File: config.mk
export PLATFORM = sky130hd
export DESIGN_NAME = throttle_speed_direction_control_unit
export DESIGN_NICKNAME = d
export VERILOG_FILES = /design/src/rtl/tsdc_pkg.sv /design/src/rtl/tsdc_cfg_regs.sv /design/src/rtl/tsdc_update.sv /design/src/rtl/throttle_speed_direction_control_unit.sv
export SDC_FILE = /design/constraint.sdc
export NUM_CORES = 1
export LEC_CHECK = 0
export ABC_AREA = 1
export BUFFER_PORTS_ARGS = -buffer_cell sky130_fd_sc_hd__buf_4
export CAP_MARGIN = 20
export CORE_UTILIZATION = 58
export DETAILED_ROUTE_END_ITERATION = 7
export PLACE_DENSITY = 0.75
export SYNTH_ARGS = -nofsm -noshare
export SYNTH_HDL_FRONTEND = slang
export SYNTH_HIERARCHICAL = 1
export SYNTH_SLANG_ARGS = --single-unit
File: constraint.sdc
create_clock -name clk -period 13.65 [get_ports clk]
set_input_delay 2.0475 -clock clk [delete_from_list [all_inputs] [get_ports clk]]
set_output_delay 2.0475 -clock clk [all_outputs]
set_load 0.01 [all_outputs]
File: src/rtl/tsdc_pkg.sv
// Package for the throttle speed and direction control unit.
// Holds the item, result, state and configuration types and the code constants.
// No dependencies; imported by every module of the block.
`timescale 1ns / 1ps

package tsdc_pkg;

	localparam logic [1:0] OP_UPDATE  = 2'd0;
	localparam logic [1:0] OP_ATTACH  = 2'd1;
	localparam logic [1:0] OP_RELEASE = 2'd2;

	localparam logic [1:0] CONF_NONE  = 2'd0;
	localparam logic [1:0] CONF_CLICK = 2'd1;
	localparam logic [1:0] CONF_LONG  = 2'd2;
	localparam logic [1:0] CONF_BAD   = 2'd3;

	localparam logic [2:0] SEL_NONE       = 3'd0;
	localparam logic [2:0] SEL_UP_NORMAL  = 3'd1;
	localparam logic [2:0] SEL_UP_FASTER  = 3'd2;
	localparam logic [2:0] SEL_UP_FASTEST = 3'd3;
	localparam logic [2:0] SEL_DN_NORMAL  = 3'd4;
	localparam logic [2:0] SEL_DN_FASTER  = 3'd5;
	localparam logic [2:0] SEL_DN_FASTEST = 3'd6;
	localparam logic [2:0] SEL_BAD        = 3'd7;

	localparam logic [1:0] REG_STEP_NORMAL  = 2'd0;
	localparam logic [1:0] REG_STEP_FASTER  = 2'd1;
	localparam logic [1:0] REG_STEP_FASTEST = 2'd2;
	localparam logic [1:0] REG_SYNC_TIMEOUT = 2'd3;

	localparam logic signed [7:0] SPEED_MAX  = 8'sd126;
	localparam logic signed [7:0] SPEED_ESTOP = -8'sd1;

	typedef struct packed {
		logic [1:0]  opcode;
		logic [1:0]  confirm_action;
		logic [2:0]  select_action;
		logic [6:0]  real_speed;
		logic        real_direction;
		logic [31:0] now_ms;
		logic [2:0]  ack_flags;
	} item_t;

	typedef struct packed {
		logic [6:0]  step_normal;
		logic [6:0]  step_faster;
		logic [6:0]  step_fastest;
		logic [31:0] sync_timeout_ms;
	} cfg_t;

	typedef struct packed {
		logic signed [7:0] speed;
		logic              direction;
		logic              speed_chg;
		logic              dir_chg;
		logic              loco_chg;
		logic              present;
		logic [31:0]       last_ms;
	} state_t;

	typedef struct packed {
		logic              first_send;
		logic signed [7:0] first_speed;
		logic              second_send;
		logic signed [7:0] second_speed;
		logic              send_direction;
		logic signed [7:0] speed;
		logic              direction;
		logic              speed_flag;
		logic              direction_flag;
		logic              loco_flag;
		logic              attached;
	} result_t;

endpackage

File: src/rtl/tsdc_cfg_regs.sv
// Configuration registers of the throttle control unit: step sizes and sync timeout.
// Depends on tsdc_pkg.
`timescale 1ns / 1ps

module tsdc_cfg_regs (
	input  logic          clk,
	input  logic          arst_n,
	input  logic          cfg_we,
	input  logic [1:0]    cfg_index,
	input  logic [31:0]   cfg_wdata,
	output tsdc_pkg::cfg_t cfg
);
	import tsdc_pkg::*;

	cfg_t cfg_q;

	always_ff @(posedge clk or negedge arst_n) begin
		if (!arst_n) begin
			cfg_q.step_normal     <= 7'd1;
			cfg_q.step_faster     <= 7'd2;
			cfg_q.step_fastest    <= 7'd5;
			cfg_q.sync_timeout_ms <= 32'd1000;
		end else if (cfg_we) begin
			case (cfg_index)
				REG_STEP_NORMAL:  cfg_q.step_normal     <= cfg_wdata[6:0];
				REG_STEP_FASTER:  cfg_q.step_faster     <= cfg_wdata[6:0];
				REG_STEP_FASTEST: cfg_q.step_fastest    <= cfg_wdata[6:0];
				REG_SYNC_TIMEOUT: cfg_q.sync_timeout_ms <= cfg_wdata;
				default: ;
			endcase
		end
	end

	assign cfg = cfg_q;

endmodule

File: src/rtl/tsdc_update.sv
// Next-state and result logic for one item: acknowledge, attach/release,
// button, step with clamp, idle resync. Depends on tsdc_pkg.
`timescale 1ns / 1ps

module tsdc_update (
	input  tsdc_pkg::item_t   item,
	input  tsdc_pkg::state_t  st,
	input  tsdc_pkg::cfg_t    cfg,
	output tsdc_pkg::state_t  st_next,
	output tsdc_pkg::result_t res
);
	import tsdc_pkg::*;

	logic [1:0]        conf;
	logic [2:0]        sel;
	logic [6:0]        step;
	logic              up;
	logic signed [8:0] ns;
	logic signed [7:0] ns8;
	logic signed [7:0] real_spd;
	logic [31:0]       idle_ms;
	state_t            s;
	logic              s1;
	logic              s2;
	logic signed [7:0] sp1;
	logic signed [7:0] sp2;

	always_comb begin
		conf = (item.confirm_action == CONF_BAD) ? CONF_NONE : item.confirm_action;
		sel  = (item.select_action == SEL_BAD) ? SEL_NONE : item.select_action;
		real_spd = signed'({1'b0, item.real_speed});

		case (sel)
			SEL_UP_NORMAL, SEL_DN_NORMAL:   step = cfg.step_normal;
			SEL_UP_FASTER, SEL_DN_FASTER:   step = cfg.step_faster;
			SEL_UP_FASTEST, SEL_DN_FASTEST: step = cfg.step_fastest;
			default:                        step = 7'd0;
		endcase
		up = (sel == SEL_UP_NORMAL) || (sel == SEL_UP_FASTER) || (sel == SEL_UP_FASTEST);

		s  = st;
		s1 = 1'b0;
		s2 = 1'b0;
		sp1 = 8'sd0;
		sp2 = 8'sd0;
		ns  = 9'sd0;
		ns8 = 8'sd0;
		idle_ms = 32'd0;

		if (item.ack_flags[0]) s.speed_chg = 1'b0;
		if (item.ack_flags[1]) s.dir_chg   = 1'b0;
		if (item.ack_flags[2]) s.loco_chg  = 1'b0;

		case (item.opcode)
			OP_ATTACH: begin
				s.present   = 1'b1;
				s.loco_chg  = 1'b1;
				s.speed     = real_spd;
				s.direction = item.real_direction;
				s.last_ms   = 32'd0;
			end
			OP_RELEASE: begin
				if (s.present && item.real_speed == 7'd0) begin
					s.present  = 1'b0;
					s.loco_chg = 1'b1;
				end
			end
			OP_UPDATE: begin
				if (conf != CONF_NONE || sel != SEL_NONE)
					s.last_ms = item.now_ms;

				if (s.present && conf != CONF_NONE) begin
					if (conf == CONF_CLICK) begin
						if (s.speed > 8'sd0) begin
							s.speed     = 8'sd0;
							s.speed_chg = 1'b1;
						end else begin
							s.direction = ~s.direction;
							s.dir_chg   = 1'b1;
						end
					end else begin
						s.speed     = SPEED_ESTOP;
						s.speed_chg = 1'b1;
					end
					s1  = 1'b1;
					sp1 = s.speed;
				end

				if (s.present && sel != SEL_NONE) begin
					if (up)
						ns = 9'(s.speed) + signed'({2'b00, step});
					else
						ns = 9'(s.speed) - signed'({2'b00, step});
					if (ns > 9'sd126)
						ns8 = SPEED_MAX;
					else if (ns < 9'sd0)
						ns8 = 8'sd0;
					else
						ns8 = ns[7:0];
					if (ns8 != s.speed) begin
						s.speed     = ns8;
						s.speed_chg = 1'b1;
						s2  = 1'b1;
						sp2 = ns8;
					end
				end

				idle_ms = item.now_ms - s.last_ms;
				if (s.present && idle_ms > cfg.sync_timeout_ms) begin
					if (s.direction != item.real_direction) begin
						s.direction = item.real_direction;
						s.dir_chg   = 1'b1;
					end
					if (sel == SEL_NONE && s.speed != real_spd) begin
						s.speed     = real_spd;
						s.speed_chg = 1'b1;
					end
				end
			end
			default: ;
		endcase
	end

	assign st_next = s;

	always_comb begin
		res.first_send     = s1;
		res.first_speed    = sp1;
		res.second_send    = s2;
		res.second_speed   = sp2;
		res.send_direction = (s1 || s2) ? s.direction : 1'b0;
		res.speed          = s.speed;
		res.direction      = s.direction;
		res.speed_flag     = s.speed_chg;
		res.direction_flag = s.dir_chg;
		res.loco_flag      = s.loco_chg;
		res.attached       = s.present;
	end

endmodule

File: src/rtl/throttle_speed_direction_control_unit.sv
// Usage
// Top level of the throttle speed and direction control unit.
// Depends on tsdc_pkg, tsdc_cfg_regs and tsdc_update.
//
// Input channel (in_valid/in_ready) carries one item: attach, release or
// update, with button, step selection, real loco values, time and flag ack.
// Output channel (out_valid/out_ready) returns exactly one result per item:
// commands issued and the throttle state and sticky flags after the item.
// An item is captured in the input register, then the update logic
// writes the throttle state and the result register at the same edge:
// out_valid is registered alongside the result, and one item is taken
// every cycle as long as results are taken. The single update pass sets the
// rate: each item reads the state the previous item left.
// When the receiver stalls, the result register holds, the item in the input
// register waits, and in_ready falls once both are full.
// Reset clears the state (speed 0, forward, no loco, flags clear), the
// configuration to its defaults, and both valid bits.
// Configuration writes (cfg_we, cfg_index, cfg_wdata) take effect at once;
// issue them only while no item is in flight.
`timescale 1ns / 1ps

module throttle_speed_direction_control_unit (
	input  logic              clk,
	input  logic              arst_n,
	input  logic              cfg_we,
	input  logic [1:0]        cfg_index,
	input  logic [31:0]       cfg_wdata,
	input  logic              in_valid,
	output logic              in_ready,
	input  logic [1:0]        opcode,
	input  logic [1:0]        confirm_action,
	input  logic [2:0]        select_action,
	input  logic [6:0]        real_speed,
	input  logic              real_direction,
	input  logic [31:0]       now_ms,
	input  logic [2:0]        ack_flags,
	output logic              out_valid,
	input  logic              out_ready,
	output logic              first_send,
	output logic signed [7:0] first_speed,
	output logic              second_send,
	output logic signed [7:0] second_speed,
	output logic              send_direction,
	output logic signed [7:0] speed,
	output logic              direction,
	output logic              speed_flag,
	output logic              direction_flag,
	output logic              loco_flag,
	output logic              attached
);
	import tsdc_pkg::*;

	cfg_t    cfg;
	item_t   item_s1;
	logic    valid_s1;
	state_t  st_q;
	state_t  st_next;
	result_t res_next;
	result_t res_q;
	logic    out_valid_q;
	logic    advance;

	tsdc_cfg_regs u_cfg (
		.clk       (clk),
		.arst_n    (arst_n),
		.cfg_we    (cfg_we),
		.cfg_index (cfg_index),
		.cfg_wdata (cfg_wdata),
		.cfg       (cfg)
	);

	tsdc_update u_update (
		.item    (item_s1),
		.st      (st_q),
		.cfg     (cfg),
		.st_next (st_next),
		.res     (res_next)
	);

	assign advance  = valid_s1 && (!out_valid_q || out_ready);
	assign in_ready = !valid_s1 || advance;

	always_ff @(posedge clk or negedge arst_n) begin
		if (!arst_n) begin
			valid_s1 <= 1'b0;
		end else if (in_ready) begin
			valid_s1 <= in_valid;
		end
	end

	always_ff @(posedge clk) begin
		if (in_valid && in_ready) begin
			item_s1.opcode         <= opcode;
			item_s1.confirm_action <= confirm_action;
			item_s1.select_action  <= select_action;
			item_s1.real_speed     <= real_speed;
			item_s1.real_direction <= real_direction;
			item_s1.now_ms         <= now_ms;
			item_s1.ack_flags      <= ack_flags;
		end
	end

	always_ff @(posedge clk or negedge arst_n) begin
		if (!arst_n) begin
			st_q.speed     <= 8'sd0;
			st_q.direction <= 1'b0;
			st_q.speed_chg <= 1'b0;
			st_q.dir_chg   <= 1'b0;
			st_q.loco_chg  <= 1'b0;
			st_q.present   <= 1'b0;
			st_q.last_ms   <= 32'd0;
		end else if (advance) begin
			st_q <= st_next;
		end
	end

	always_ff @(posedge clk or negedge arst_n) begin
		if (!arst_n) begin
			out_valid_q <= 1'b0;
		end else if (advance) begin
			out_valid_q <= 1'b1;
		end else if (out_ready) begin
			out_valid_q <= 1'b0;
		end
	end

	always_ff @(posedge clk) begin
		if (advance) begin
			res_q <= res_next;
		end
	end

	assign out_valid      = out_valid_q;
	assign first_send     = res_q.first_send;
	assign first_speed    = res_q.first_speed;
	assign second_send    = res_q.second_send;
	assign second_speed   = res_q.second_speed;
	assign send_direction = res_q.send_direction;
	assign speed          = res_q.speed;
	assign direction      = res_q.direction;
	assign speed_flag     = res_q.speed_flag;
	assign direction_flag = res_q.direction_flag;
	assign loco_flag      = res_q.loco_flag;
	assign attached       = res_q.attached;

	a_state_matches_result: assert property (@(posedge clk) disable iff (!arst_n)
		advance |=> (res_q.attached == st_q.present) && (res_q.speed == st_q.speed)
			&& (res_q.direction == st_q.direction))
		else $error("result register does not match throttle state");

	a_send_needs_loco: assert property (@(posedge clk) disable iff (!arst_n)
		out_valid_q && (res_q.first_send || res_q.second_send) |-> res_q.attached)
		else $error("command issued without an attached loco");

	a_step_in_range: assert property (@(posedge clk) disable iff (!arst_n)
		out_valid_q && res_q.second_send |->
			(res_q.second_speed >= 8'sd0) && (res_q.second_speed <= SPEED_MAX))
		else $error("step command speed out of range");

	a_idle_send_zero: assert property (@(posedge clk) disable iff (!arst_n)
		out_valid_q && !res_q.first_send && !res_q.second_send |->
			(res_q.first_speed == 8'sd0) && (res_q.second_speed == 8'sd0)
			&& !res_q.send_direction)
		else $error("command fields set without a command");

	a_hold_on_stall: assert property (@(posedge clk) disable iff (!arst_n)
		out_valid_q && !out_ready |=> $stable(st_q))
		else $error("state advanced while result stalled");

endmodule
==> reports/summary.txt <==
Status = complete, no violations
Via count = 10070
Die Footprint = 0.02056 sq mm
Area Overhead vs Synth = 12.59%
Worst Setup Start Kind = flop
Finish-stage setup viols = 0
Largest net degree at the start of global routing = 64
Slew @ Worst Pin = 1.126 ns
Critical path class = reg -> reg
Post-synth top area cell = edfxtp_1
Remaining Overflow, GRT = 0
WHS Endpoint = u_cfg/cfg[40]
Initial antenna violation count = 0
Hold Slack = 0.4660 ns
CP arrival = 7.79 ns
Post-synth EDFFs = 82
Die W = 143.4 um
Max VDD drop = 0.09682 mV
R2R depth = 41
Die extent in y = 143.4 um
H-tree depth = 4
Most used cell, CP = nand2_1
Clock Tree Root = clkbuf_16
Comb power frac = 0.456
Delay of the slowest critical-path stage = 0.61 ns
Drt wl/cell = 16.20 um
First-pass GRT wire length = 46.12 mm
RSZ-0062 raised after global routing = no
Number of synthesized register bits = 182
# IOs = 123
Hold Path Class = reg -> reg
Avg Cell Area, Syn = 8.207 sq um
Dpl cells = 1738
CP Capture Type = flop
Clock latency at the later pin of the worst-skew pair = 0.44 ns
Finished Core Util = 0.6687
Leak = 6.433 nW
Hold_buf cts = 0
Initial DRC count = 848
Period utilization = 0.5446
Fin nets = 1660
Switching power = 0.9639 mW
Peak Freq = 134.5 MHz
Post-route minimum period = 7.434 ns
FFs w/ async S/R, synth = 0.5495
Slew headroom = 0.2487
Post_cts resized = 0
Worst Skew = 0.01675 ns
GPL Wtd Cong = 0.9553
Met3 wire length = 1.483 mm
Port buffer count = 122
Vias in the first global route = 9595
Top_reg_cell synth = dfrtp_1
Syn_nets = 1580
Final worst slack = 6.216 ns
Clock share of power = 0.213
DRT antenna net count = 0
Post-synth cell types = 53
Synth Warn # = 6
Highest routed layer = met4
Internal reg-to-reg setup slack = 6.22 ns
Cell count after synthesis = 1413
Total power draw = 2.288 mW
Dpl cell area = 0.01245 sq mm
TritonCTS clock tree = yes
Reg2reg end = st_q[37]
Drt first pass iters = 6
Internal = 1.324 mW
# Max-Cap Violations = 0
Residual DRC = 0
Flop pwr share = 0.331
N_diodes = 0
Fin area = 0.01306 sq mm
Crit path max fanout = 63
Share of the synthesized area in the top cell type = 0.2123
Finished Layout Cells = 1771
Worst-path clk slew = 0.07 ns
Total global-route track usage = 0.2886
Met2 wire len = 14.64 mm
Count leader, synth = nand2_1
Share of layout cells above drive strength 1 = 0.1434
Setup WS pre-CTS = 6.350 ns
Routed WL = 28.70 mm
Sum Neg Setup Slack = 0 ns
Worst Hold Depth = 2
Total CTS buffers = 17
Netlist Area Pre-Place = 0.01160 sq mm
Critical path's slowest cell = nor2_1
Largest cells by area after synthesis = edfxtp_1 (21%), dfrtp_1 (19%), nand2_1 (13%)
Sink Count = 182
Switching part of the total = 0.4213
Core box area = 0.01953 sq mm
Hold_sp = u_cfg/cfg[40]
Final hold vios = 0
Routed met1 length = 11.89 mm
Sequential-to-total area share from yosys stat = 0.4292
Rows = 51
Worst R2R Start = item_s1[44]
Starting density of the core = 0.5939
Power density over the cells = 175.2 mW/mm^2
Hpwl dp = 20.79 mm
Most instantiated cells after synthesis = nand2_1 (390), inv_1 (159), nand3_1 (120), dfrtp_1 (90), edfxtp_1 (82)
Setup Fix Bufs, Post-CTS = 0
WP data required = 14.01 ns
Max-slew violation count = 0
Max Root-Sink Buffers = 2
Vias per cell = 5.686
[logic make-up after synthesis]
logic type	count (synthesis)	synth area share
compound gates	210	0.1032
xor+xnor	45	0.03399
fa+ha+maj	78	0.08546
buf+inv	231	0.09053
flops	182	0.4292
mux	1	0.0008632
other cells	1	0.0003234
simple gates	665	0.2565
[layout by cell type, fill, tap and decap left out, types with 5 or more instances in the layout]
cell	instances
o21ai_0	61
o21ai_1	5
a21oi_1	76
nor2_2	6
o22ai_1	30
nand3_2	9
nand2_1	390
inv_2	7
nand3_1	120
buf_4	126
xor2_1	34
dfrtp_1	90
nand2_2	18
xnor2_1	11
inv_1	158
ha_1	76
nor2_1	46
a22oi_1	8
clkbuf_16	18
dfstp_2	10
nor3_1	7
edfxtp_1	82
nand4_1	54
[power by group through the flow]
| stage | Sequential (mW) | Clock, mW | Combinational (mW) |
|---|---|---|---|
| 2_1_floorplan | 0.753 | 0 | 0.790 |
| 3_3_place_gp | 0.766 | 0 | 1.01 |
| 3_5_place_dp | 0.766 | 0 | 1.02 |
| 4_1_cts | 0.757 | 0.492 | 1.03 |
| 5_1_grt | 0.768 | 0.511 | 1.18 |
| 6_report | 0.758 | 0.488 | 1.04 |
[metal layers]
| layer | vias to the layer above | GRT usage |
|---|---|---|
| met2 | 342 | 0.5212 |
| li1 | 4912 | - |
| met5 | - | 0 |
| met4 | 0 | 0.09518 |
| met3 | 64 | 0.03565 |
| met1 | 4752 | 0.3561 |
[worst max-delay path, delay by kind of cell (launching register included)]
| family | cells | cell delay (ns) |
|---|---|---|
| xor+xnor | 1 | 0.14 |
| buf+inv | 6 | 0.93 |
| compound gates | 11 | 2.16 |
| simple gates | 20 | 2.81 |
| fa+ha+maj | 3 | 0.86 |
| flops | 1 | 0.46 |
[cell type report]
cell class	count	area, sq um
clock buffers	19	454.2
clock inverters	13	131.4
fillers	1762	6470
inverters	165	619.3
multi-input cells	1000	5577
flip-flops and latches	182	4977
well taps	265	331.6
repair buffers	127	965.9
[flip-flops by register name (all words and copies together) (netlist names), 8 cells and up]
name	flops
item_s1	50
u_cfg/cfg	53
first_speed	8
second_speed	8
speed	8
st_q	45
[how the worst max path moves through the flow]
stage | to | cells past startpoint | slack [ns] | startpoint
after global placement | st_q[41] | 41 | 6.64 | item_s1[44]
final | st_q[37] | 41 | 6.22 | item_s1[44]
after global routing | st_q[37] | 41 | 5.50 | item_s1[44]
after floorplan | st_q[37] | 38 | 7.67 | item_s1[44]
after detailed placement | st_q[41] | 41 | 6.35 | item_s1[44]
after CTS | st_q[37] | 41 | 6.26 | item_s1[44]
Power figures use the tool's default switching activity.
